### config.mk
export PLATFORM = sky130hd
export DESIGN_NAME = sine_cosine_table_interpolator_top_flat
export DESIGN_NICKNAME = d
export VERILOG_FILES = /design/src/rtl/core/sct_pkg.sv /design/src/rtl/core/sct_if.sv /design/src/rtl/core/sine_cosine_table_interpolator_top.sv /design/src/flat_wrapper.sv
export SDC_FILE = /design/constraint.sdc
export NUM_CORES = 2
export LEC_CHECK = 0
export BUFFER_PORTS_ARGS = -buffer_cell sky130_fd_sc_hd__buf_2
export CAP_MARGIN = 5
export CELL_PAD_IN_SITES_DETAIL_PLACEMENT = 1
export CELL_PAD_IN_SITES_GLOBAL_PLACEMENT = 2
export CORE_MARGIN = 5
export CORE_UTILIZATION = 47
export DETAILED_ROUTE_END_ITERATION = 10
export GPL_TIMING_DRIVEN = 0
export PLACE_DENSITY_LB_ADDON = 0.2
export SYNTH_ARGS = -nofsm -noshare
export SYNTH_HDL_FRONTEND = slang
export SYNTH_SLANG_ARGS = --single-unit
### constraint.sdc
create_clock -name clk -period 12.87 [get_ports clk]
set_clock_uncertainty 0.2 [all_clocks]
set_input_delay 2.574 -clock clk [delete_from_list [all_inputs] [get_ports clk]]
set_output_delay 2.574 -clock clk [all_outputs]
set_load 0.02 [all_outputs]
### src/rtl/core/sct_pkg.sv
// Shared constants, types and the sine table for the sine/cosine table interpolator.
// No dependencies; every other file in rtl/core takes its names from here.
`default_nettype none

package sct_pkg;

  // Angle and result formats
  localparam int ANGLE_W             = 32;
  localparam int ANGLE_FRACTION_BITS = 16;
  localparam int VALUE_W             = 16;

  // Table geometry; the entry count is a power of two
  localparam int TABLE_ENTRIES = 64;
  localparam int IDX_W         = $clog2(TABLE_ENTRIES);
  localparam int PHASE_W       = 32;
  localparam int FRAC_W        = PHASE_W - IDX_W;

  // Table entries reach +1.0, hence one bit beyond Q1.15
  localparam int ENTRY_W = VALUE_W + 1;
  localparam int DIFF_W  = ENTRY_W + 1;
  localparam int PROD_W  = DIFF_W + FRAC_W + 1;
  localparam int ACC_W   = PROD_W + 1;
  localparam int RES_W   = ACC_W - FRAC_W;

  // round(2^32 / (2*pi)) and pi in Q2.30
  localparam logic [29:0] INV_TWO_PI_Q32 = 30'd683565276;
  localparam longint      PI_Q30         = 64'sd3373259426;

  localparam logic [PHASE_W-1:0] QUARTER_TURN = PHASE_W'(64'h4000_0000);

  localparam logic signed [VALUE_W-1:0] VALUE_MAX = {1'b0, {(VALUE_W-1){1'b1}}};
  localparam logic signed [VALUE_W-1:0] VALUE_MIN = {1'b1, {(VALUE_W-1){1'b0}}};

  typedef logic signed [ENTRY_W-1:0] entry_t;
  typedef entry_t rom_t [TABLE_ENTRIES];

  // Restoring long division, one quotient bit per step; the divisor stays small
  function automatic longint unsigned udiv_u64(longint unsigned num, longint unsigned den);
    longint unsigned quo;
    longint unsigned rem;
    quo = '0;
    rem = '0;
    for (int b = 63; b >= 0; b--) begin
      rem = {rem[62:0], num[b]};
      if (rem >= den) begin
        rem    = rem - den;
        quo[b] = 1'b1;
      end
    end
    return quo;
  endfunction

  // Sine table over one turn, built at elaboration: fold to the first quadrant,
  // Taylor series to x^17/17! in Q30 with truncated terms, round half up to Q1.15.
  function automatic rom_t build_rom();
    rom_t              r;
    longint            x;
    longint            sum;
    longint            q;
    longint unsigned   ux;
    longint unsigned   x2;
    longint unsigned   term;
    longint unsigned   den;
    bit                neg;
    for (int k = 0; k < TABLE_ENTRIES; k++) begin
      x   = (2 * PI_Q30 * longint'(k)) / TABLE_ENTRIES;
      neg = 1'b0;
      if (x > PI_Q30) begin
        x   = x - PI_Q30;
        neg = 1'b1;
      end
      if (2 * x > PI_Q30) begin
        x = PI_Q30 - x;
      end
      ux   = longint'(x);
      x2   = (ux * ux) >> 30;
      term = ux;
      sum  = longint'(ux);
      for (int n = 1; n <= 8; n++) begin
        den  = longint'((2 * n) * (2 * n + 1));
        term = udiv_u64((term * x2) >> 30, den);
        if ((n % 2) == 1) begin
          sum = sum - longint'(term);
        end else begin
          sum = sum + longint'(term);
        end
      end
      if (sum < 0) begin
        sum = 0;
      end
      q    = (sum + (64'sd1 <<< 14)) >>> 15;
      r[k] = neg ? ENTRY_W'(-q) : ENTRY_W'(q);
    end
    return r;
  endfunction

  localparam rom_t SINE_ROM = build_rom();

endpackage

`default_nettype wire

### src/rtl/core/sct_if.sv
// Valid/ready channel interfaces for the sine/cosine table interpolator.
// Depends on sct_pkg for field widths.
`default_nettype none

interface sct_in_if;
  logic                              valid;
  logic                              ready;
  logic                              req_type;
  logic signed [sct_pkg::ANGLE_W-1:0] angle;

  modport source (output valid, output req_type, output angle, input ready);
  modport sink   (input valid, input req_type, input angle, output ready);
endinterface

interface sct_out_if;
  logic                               valid;
  logic                               ready;
  logic signed [sct_pkg::VALUE_W-1:0] value;

  modport source (output valid, output value, input ready);
  modport sink   (input valid, input value, output ready);
endinterface

`default_nettype wire

### src/rtl/core/sine_cosine_table_interpolator_top.sv
// Sine/cosine interpolator: a five-register pipeline from angle word to result word.
// Depends on sct_pkg (table, formats) and sct_if (channel interfaces).
//
// Give an angle in radians (signed Q15.16) with req_type 0 for sine or 1 for
// cosine; the result is the Q1.15 value from a 64-entry table over one turn,
// linearly interpolated between neighboring entries, with +1.0 saturated to
// 0x7FFF. Any angle wraps correctly, negative ones included. One word enters
// and one leaves every cycle while out_bus.ready holds; each word passes through
// the five registers in order, ending in the output register. The stages are
// the input register, the angle-to-phase multiplier, the two table reads, the
// interpolation multiplier and the final add and saturate. Each stage holds
// its own valid bit and stalls only when the stage after it is full and
// blocked, so back-pressure never drops or repeats a word and empty slots are
// squeezed out.
`default_nettype none

module sine_cosine_table_interpolator_top (
  input  wire logic      clk,
  input  wire logic      rst_n,
  sct_in_if.sink         in_bus,
  sct_out_if.source      out_bus
);

  // Stage 1: input register
  logic                                   v1_r;
  logic                                   req1_r;
  logic signed [sct_pkg::ANGLE_W-1:0]     ang1_r;

  // Stage 2: phase in turns
  logic                                   v2_r;
  logic        [sct_pkg::PHASE_W-1:0]     phase2_r;

  // Stage 3: table entries and fraction
  logic                                   v3_r;
  sct_pkg::entry_t                        lo3_r;
  logic signed [sct_pkg::DIFF_W-1:0]      d3_r;
  logic        [sct_pkg::FRAC_W-1:0]      f3_r;

  // Stage 4: interpolation product
  logic                                   v4_r;
  sct_pkg::entry_t                        lo4_r;
  logic signed [sct_pkg::PROD_W-1:0]      prod4_r;

  // Stage 5: output register
  logic                                   v5_r;
  logic signed [sct_pkg::VALUE_W-1:0]     value5_r;

  logic rdy1, rdy2, rdy3, rdy4, rdy5;

  assign rdy5 = !v5_r || out_bus.ready;
  assign rdy4 = !v4_r || rdy5;
  assign rdy3 = !v3_r || rdy4;
  assign rdy2 = !v2_r || rdy3;
  assign rdy1 = !v1_r || rdy2;

  assign in_bus.ready  = rdy1;
  assign out_bus.valid = v5_r;
  assign out_bus.value = value5_r;

  // Angle times 1/(2*pi); the phase is the Q0.32 slice above the angle fraction
  logic signed [62:0]                 mult1;
  logic        [sct_pkg::PHASE_W-1:0] phase_nxt;

  always_comb begin
    mult1     = ang1_r * $signed({1'b0, sct_pkg::INV_TWO_PI_Q32});
    phase_nxt = mult1[sct_pkg::ANGLE_FRACTION_BITS + sct_pkg::PHASE_W - 1 :
                      sct_pkg::ANGLE_FRACTION_BITS];
    if (req1_r) begin
      phase_nxt = phase_nxt + sct_pkg::QUARTER_TURN;
    end
  end

  // Table reads at the index and its successor, which wraps to entry zero
  logic [sct_pkg::IDX_W-1:0]         idx2;
  logic [sct_pkg::IDX_W-1:0]         nxt2;
  sct_pkg::entry_t                   lo_nxt;
  sct_pkg::entry_t                   hi_nxt;
  logic signed [sct_pkg::DIFF_W-1:0] d_nxt;

  always_comb begin
    idx2   = phase2_r[sct_pkg::PHASE_W-1 -: sct_pkg::IDX_W];
    nxt2   = idx2 + sct_pkg::IDX_W'(1);
    lo_nxt = sct_pkg::SINE_ROM[idx2];
    hi_nxt = sct_pkg::SINE_ROM[nxt2];
    d_nxt  = sct_pkg::DIFF_W'(hi_nxt) - sct_pkg::DIFF_W'(lo_nxt);
  end

  logic signed [sct_pkg::PROD_W-1:0] prod_nxt;

  assign prod_nxt = d3_r * $signed({1'b0, f3_r});

  // Add the base entry and half an LSB, drop the fraction, saturate
  logic signed [sct_pkg::ACC_W-1:0]   acc4;
  logic signed [sct_pkg::RES_W-1:0]   res4;
  logic signed [sct_pkg::VALUE_W-1:0] value_nxt;

  always_comb begin
    acc4 = (sct_pkg::ACC_W'(lo4_r) <<< sct_pkg::FRAC_W)
         + sct_pkg::ACC_W'(prod4_r)
         + (sct_pkg::ACC_W'(1) <<< (sct_pkg::FRAC_W - 1));
    res4 = acc4[sct_pkg::ACC_W-1:sct_pkg::FRAC_W];
    if (res4 > sct_pkg::RES_W'(sct_pkg::VALUE_MAX)) begin
      value_nxt = sct_pkg::VALUE_MAX;
    end else if (res4 < sct_pkg::RES_W'(sct_pkg::VALUE_MIN)) begin
      value_nxt = sct_pkg::VALUE_MIN;
    end else begin
      value_nxt = res4[sct_pkg::VALUE_W-1:0];
    end
  end

  // Valid bits
  always_ff @(posedge clk) begin
    if (!rst_n) begin
      v1_r <= 1'b0;
      v2_r <= 1'b0;
      v3_r <= 1'b0;
      v4_r <= 1'b0;
      v5_r <= 1'b0;
    end else begin
      if (rdy1) v1_r <= in_bus.valid;
      if (rdy2) v2_r <= v1_r;
      if (rdy3) v3_r <= v2_r;
      if (rdy4) v4_r <= v3_r;
      if (rdy5) v5_r <= v4_r;
    end
  end

  // Payload: load only when a word moves in, hold otherwise
  always_ff @(posedge clk) begin
    if (rdy1 && in_bus.valid) begin
      req1_r <= in_bus.req_type;
      ang1_r <= in_bus.angle;
    end
    if (rdy2 && v1_r) begin
      phase2_r <= phase_nxt;
    end
    if (rdy3 && v2_r) begin
      lo3_r <= lo_nxt;
      d3_r  <= d_nxt;
      f3_r  <= phase2_r[sct_pkg::FRAC_W-1:0];
    end
    if (rdy4 && v3_r) begin
      lo4_r   <= lo3_r;
      prod4_r <= prod_nxt;
    end
    if (rdy5 && v4_r) begin
      value5_r <= value_nxt;
    end
  end

endmodule

`default_nettype wire
### src/flat_wrapper.sv
// flat-port wrapper written by rule: the top's interface ports become plain ports
module sine_cosine_table_interpolator_top_flat 
  (clk, rst_n, in_bus_valid, in_bus_req_type, in_bus_angle, in_bus_ready, out_bus_valid, out_bus_value, out_bus_ready);
  sct_in_if in_bus_i ();
  sct_out_if out_bus_i ();
  input  wire logic clk;
  input  wire logic rst_n;
  input wire logic [$bits(in_bus_i.valid)-1:0] in_bus_valid;
  input wire logic [$bits(in_bus_i.req_type)-1:0] in_bus_req_type;
  input wire logic [$bits(in_bus_i.angle)-1:0] in_bus_angle;
  output wire logic [$bits(in_bus_i.ready)-1:0] in_bus_ready;
  output wire logic [$bits(out_bus_i.valid)-1:0] out_bus_valid;
  output wire logic [$bits(out_bus_i.value)-1:0] out_bus_value;
  input wire logic [$bits(out_bus_i.ready)-1:0] out_bus_ready;
  assign in_bus_i.valid = in_bus_valid;
  assign in_bus_i.req_type = in_bus_req_type;
  assign in_bus_i.angle = in_bus_angle;
  assign in_bus_ready = in_bus_i.ready;
  assign out_bus_valid = out_bus_i.valid;
  assign out_bus_value = out_bus_i.value;
  assign out_bus_i.ready = out_bus_ready;
  sine_cosine_table_interpolator_top u_core (.clk(clk), .rst_n(rst_n), .in_bus(in_bus_i), .out_bus(out_bus_i));
endmodule
== Word-level counts from Yosys, hierarchy flattened ==
Memory sizes are Yosys's and may differ from the RTL's.
Cells that the tools add are included.
Storage, ports and cells
  input bits: 37
  flip-flop bits (word level): 209
  bits in read-only memories: 2176
  word-level logic and storage cells: 50
  output and inout bits: 18
  memories: 2
Operators by class
  $lt $le $gt $ge: 4
  multiply operators: 2
  $add $sub $neg: 5
  mux-type cells: 6
  bitwise logic cells: 2
  reductions and logical operators: 15
Memory list
  (name not given): depth 64, bits a word 17, rd ports 1, clocked after memory_dff 0, wr ports 0, RTL line sine_cosine_table_interpolator_top.sv:84  | hi_nxt = sct_pkg::SINE_ROM[nxt2];
  (name not given): depth 64, bits a word 17, rd ports 1, clocked after memory_dff 0, wr ports 0, RTL line sine_cosine_table_interpolator_top.sv:83  | lo_nxt = sct_pkg::SINE_ROM[idx2];
Operators with widths (number)
  2-to-1 mux 17 bit: 4
  adder 43 x 45 -> 46 bit: 1
  adder 46 x 27 -> 46 bit, second input constant: 1
  multiplier 32 x 29 -> 46 bit, second input constant: 1
  multiplier 18 x 27 -> 45 bit: 1
  adder 32 x 31 -> 32 bit, second input constant: 1
  2-to-1 mux 32 bit: 1
  greater-than comparator 20 x 16 -> 1 bit, second input constant: 1
  less-than comparator 20 x 16 -> 1 bit, second input constant: 1
  subtractor 17 x 17 -> 18 bit: 1
  2-to-1 mux 16 bit: 1
  >= comparator 7 bit, second input constant: 2
  NOT 6 -> 7 bit: 2
  adder 6 x 1 -> 6 bit, second input constant: 1
  logical AND 1 bit: 5
  zero test 1 bit: 5
  logical OR 1 bit: 5

== Logic depth before layout (Yosys ltp) ==
  word-level depth: 7
  mapped depth: 25
  depth with buffers taken out: 25

== Worst setup path after synthesis ==
OpenSTA, ideal clock, no wires.
  kind: register to register
  start point: register u_core.ang1_r[9] in the netlist's numbering
  end point: register u_core.phase2_r[31] in the netlist's numbering, data pin
  path buffers: 0
  library setup time: 260 ps
  data arrival time: 6651 ps
  required time: 12410 ps
  period minus slack after synthesis: 7111 ps
  slack: 5759 ps
  cell stages (with the launch flop): 23
  cells stage by stage: edfxtp_1 ha_1 ha_1 a21oi_1 fa_1 fa_1 fa_1 inv_1 fa_1 fa_1 inv_1 fa_1 inv_1 ha_1 nand2_1 a2111o_1 or4_1 and4_1 o211ai_1 a31oi_1 maj3_2 o21ai_1 xnor2_1
Between the ends
  word-level cells in the longest chain between the ends: 3
Ends and longest elaborated chain
  start, declared: RTL line sine_cosine_table_interpolator_top.sv:27  | logic signed [sct_pkg::ANGLE_W-1:0] ang1_r;
  start signal, assigned: RTL line sine_cosine_table_interpolator_top.sv:132  | ang1_r <= in_bus.angle;
  multiplier 32 x 29 -> 46 bit *: RTL line sine_cosine_table_interpolator_top.sv:65  | mult1 = ang1_r * $signed({1'b0, sct_pkg::INV_TWO_PI_Q32});
  adder 32 x 31 -> 32 bit: RTL line sine_cosine_table_interpolator_top.sv:69  | phase_nxt = phase_nxt + sct_pkg::QUARTER_TURN;
  2-to-1 mux 32 bit *: RTL line sine_cosine_table_interpolator_top.sv:68  | if (req1_r) begin
  named net u_core.phase_nxt, one bit: RTL line sine_cosine_table_interpolator_top.sv:62  | logic [sct_pkg::PHASE_W-1:0] phase_nxt;
  end signal, assigned: RTL line sine_cosine_table_interpolator_top.sv:135  | phase2_r <= phase_nxt;
  end, declared: RTL line sine_cosine_table_interpolator_top.sv:31  | logic [sct_pkg::PHASE_W-1:0] phase2_r;
The timed path passes the listed nets; every way through them passes the cells marked *.
A chain may end at the register's enable or synchronous reset.

== Final worst setup path ==
  start point: register u_core.d3_r[6] in the netlist's numbering
  end point: register u_core.prod4_r[44] in the netlist's numbering, data pin
Between the ends
  word-level cells in the longest chain between the ends: 1
Ends and longest elaborated chain
  start, declared: RTL line sine_cosine_table_interpolator_top.sv:36  | logic signed [sct_pkg::DIFF_W-1:0] d3_r;
  start signal, assigned: RTL line sine_cosine_table_interpolator_top.sv:139  | d3_r <= d_nxt;
  multiplier 18 x 27 -> 45 bit: RTL line sine_cosine_table_interpolator_top.sv:90  | assign prod_nxt = d3_r * $signed({1'b0, f3_r});
  named net u_core.prod_nxt, one bit: RTL line sine_cosine_table_interpolator_top.sv:88  | logic signed [sct_pkg::PROD_W-1:0] prod_nxt;
  end signal, assigned: RTL line sine_cosine_table_interpolator_top.sv:144  | prod4_r <= prod_nxt;
  end, declared: RTL line sine_cosine_table_interpolator_top.sv:42  | logic signed [sct_pkg::PROD_W-1:0] prod4_r;
The timed path passes the listed nets, and every way through them passes these cells.

==> summary.md <==
| Metric | Value |
|---|---|
| Die Span Y | `~300 um` |
| Pins Over Slew Limit | `0` |
| Clock transition at the registers of the reported paths | `0.09 ns` |
| RSZ-0062 raised after global routing | `no` |
| Crit path from | `u_core.d3_r[6]$_DFFE_PP_` |
| Die area | `slightly below 0.09 mm^2` |
| CTS Buffer Depth | `2` |
| Layout cells sized above 1 | `0.0283` |
| Row cnt | `around 100` |
| WL/cell | `around 22 um` |
| Antenna Nets Post-Route | `0` |
| Syn Std Cell Area | `roughly 0.038 mm^2` |
| Register area share after synthesis | `0.143` |
| Port bufs | `54` |
| Synthesis-stage register bit count | `~180` |
| Worst-Margin Slew | `about 1.2 ns` |
| Post-synth EDFFs | `179` |
| FF-to-FF setup slack | `approximately 4.4 ns` |
| Status | `finished, final reports clean` |
| Critical path required time | `~13 ns` |
| Crit Path Category | `flop to flop` |
| Syn. warnings | `0` |
| Residual DRC count | `0` |
| Syn Inst Count | `just under 4000` |
| Fin. Hold Viols | `0` |
| CP max FO | `10` |
| Cells along the critical path | `clkbuf_1, clkbuf_1, nand2_1, fa_1, inv_1, fa_1, inv_1, fa_1, fa_1, fa_1, fa_1, inv_1, ha_1, and4_1, nor4bb_1, o31a_1, a311o_1, o311a_1, a211o_1, a41o_1, o21a_1, nor2_1, xnor2_1` |
| Delay-heaviest family, CP | `adder cells` |
| Die X | `about 300 um` |
| RR Endpoint | `u_core.prod4_r[44]$_DFFE_PP_` |
| Post-CTS setup buffer count | `0` |
| Gpl congestion | `around 0.94` |
| Htree depth | `4` |
| Fin cells | `slightly above 5000` |
| Top Ports | `55` |
| Worst setup SP type | `flop` |
| HP Class | `flop to flop` |
| Ant diodes | `0` |
| Final Cycle Share | `0.658` |
| Drt via density | `between 5 and 6` |
| Final HPWL DP | `around 95 mm` |
| Synth top area share | `0.383` |
| CTS tree | `done` |
| Hold Buf Count CTS | `0` |
| Most used cell along the critical path | `fa_1` |
| Layout area overhead | `6.11%` |
| Worst slew margin | `0.221` |
| Routed WL | `between 100 and 150 mm` |
| Initial Util | `0.476` |
| CTS Sinks | `approximately 180` |
| Netlist cell types | `74` |
| Ys flop type | `edfxtp_1` |
| Syn_area_per_cell | `roughly 9.7 um^2` |
| Largest cells by area after synthesis | `fa_1, ha_1, edfxtp_1, inv_1, nand2_1` |
| Final setup vio count | `0` |
| Ys async rst share | `0` |
| Root buffer selected by CTS | `clkbuf_16` |
| CTS Buf Count | `17` |
| Initial antenna violation count | `6` |
| Residual overflow from global routing | `0` |
| # fillers | `9202` |
| Final Critical Period | `between 8 and 9 ns` |
| Worst Path Buf+Inv | `5` |
| Syn nets | `5216` |
| Clock Latency Late Sink | `between 0.4 and 0.5 ns` |
| Synth area leader | `fa_1` |
| Achievable Freq | `118 MHz` |
| Max-cap violations | `0` |
| Global-route wire length before repair | `between 150 and 200 mm` |
| DR iter-0 viols | `1450` |
| Most frequent cells in the layout | `inv_1, fa_1, ha_1` |
| Critical path endpoint | `u_core.prod4_r[44]$_DFFE_PP_` |
| Layout Nets | `5294` |
| Vias in the first global route | `roughly 30000` |
| CP arrival | `8.50 ns` |
| Reg2Reg Depth | `23` |
| Worst reg2reg startpoint | `u_core.d3_r[6]$_DFFE_PP_` |
| Core region area | `between 0.08 and 0.09 mm^2` |
| TritonRoute pass-1 iters | `5` |
| Total track usage | `0.266` |
| Largest net degree at the start of global routing | `37` |
| CP max stage delay | `approximately 0.73 ns` |
| Commonest non-fill, non-tap cell in the layout | `inv_1` |
| CP max stage cell | `clkbuf_1` |
| DR vias | `between 20000 and 30000` |
| Worst path depth | `23` |
| Setup TNS after final layout | `0 ns` |
| Placed insts | `5094` |
| Post-CTS Resized | `0` |
| CP Capture Type | `flop` |
[per-layer routing]
layer,GRT usage,part of all wire
met3,0.0425,0.050
met1,0.360,0.44
met4,0.0692,0.026
met2,0.451,0.49
met5,0,0.000098
[kinds of logic after synthesis]
family / synth area share
flops: 0.143
compound gates: 0.0746
xor+xnor: 0.0260
fa+ha+maj: 0.537
simple gates: 0.0986
buf+inv: 0.116
mux: 0.00535
[per-stage QoR]
stage / util / hold WS (ns) / setup slack (ns) / instance area, um^2
after floorplan: - / 0.200 / 5.76 / 38400
after global placement: 0.495 / 0.201 / 4.41 / 40000
after detailed placement: 0.497 / 0.205 / 4.35 / 40100
after CTS: 0.505 / 0.220 / 4.32 / 40700
after global routing: 0.505 / 0.231 / 4.07 / 40700
final: 0.505 / 0.216 / 4.40 / 40700
[state kept, by name, summed over array words and instances, names as in the netlist]
name	count
u_core.ang1_r	32
u_core.phase2_r	32
u_core.f3_r	26
u_core.prod4_r	20
u_core.d3_r	18
u_core.lo3_r	17
u_core.lo4_r	17
u_core.out_bus.value	16
u_core.out_bus.valid	1
u_core.req1_r	1
u_core.v1_r	1
u_core.v2_r	1
u_core.v3_r	1
u_core.v4_r	1
[area by class of cell]
type | instances | area [um^2] | area share
inverters | 1039 | 3900 | 0.0958
clock inverters | 14 | 165 | 0.00406
repair buffers | 59 | 378 | 0.00928
multi-input cells | 2604 | 28500 | 0.700
clock buffers | 18 | 429 | 0.0105
flip-flops and latches | 184 | 5480 | 0.134
plain buffers | 148 | 558 | 0.0137
well taps | 1060 | 1330 | 0.0326
[cells in the mapped netlist, drive strengths merged, types with 8 or more instances]
master	count
nor2	116
buf	13
ha	470
a21o	29
or3	8
a21oi	126
nand3	25
and3	9
nand2	415
and2	137
xor2	38
nor3	39
a211oi	24
edfxtp	179
nor2b	24
clkbuf	135
inv	1036
fa	734
a21boi	8
xnor2	76
o21ai	103
o31ai	9
a31oi	20
o21bai	9
o211ai	27
nand2b	22
o21a	22
[worst min-delay path by stage]
stage                                        from                        end  slack [ns]  cells past startpoint
global placement     u_core.phase2_r[3]$_DFFE_PP_   u_core.f3_r[3]$_DFFE_PP_        0.20                      0
global route        u_core.phase2_r[17]$_DFFE_PP_  u_core.f3_r[17]$_DFFE_PP_        0.23                      0
finish              u_core.phase2_r[17]$_DFFE_PP_  u_core.f3_r[17]$_DFFE_PP_        0.22                      0
detailed placement   u_core.phase2_r[3]$_DFFE_PP_   u_core.f3_r[3]$_DFFE_PP_        0.21                      0
CTS                 u_core.phase2_r[17]$_DFFE_PP_  u_core.f3_r[17]$_DFFE_PP_        0.22                      0
floorplan            u_core.phase2_r[0]$_DFFE_PP_   u_core.f3_r[0]$_DFFE_PP_        0.20                      0
Power is left out: the tool's default activity adds up to more than one toggle a clock period on the data nets, which glitch-free logic cannot reach.
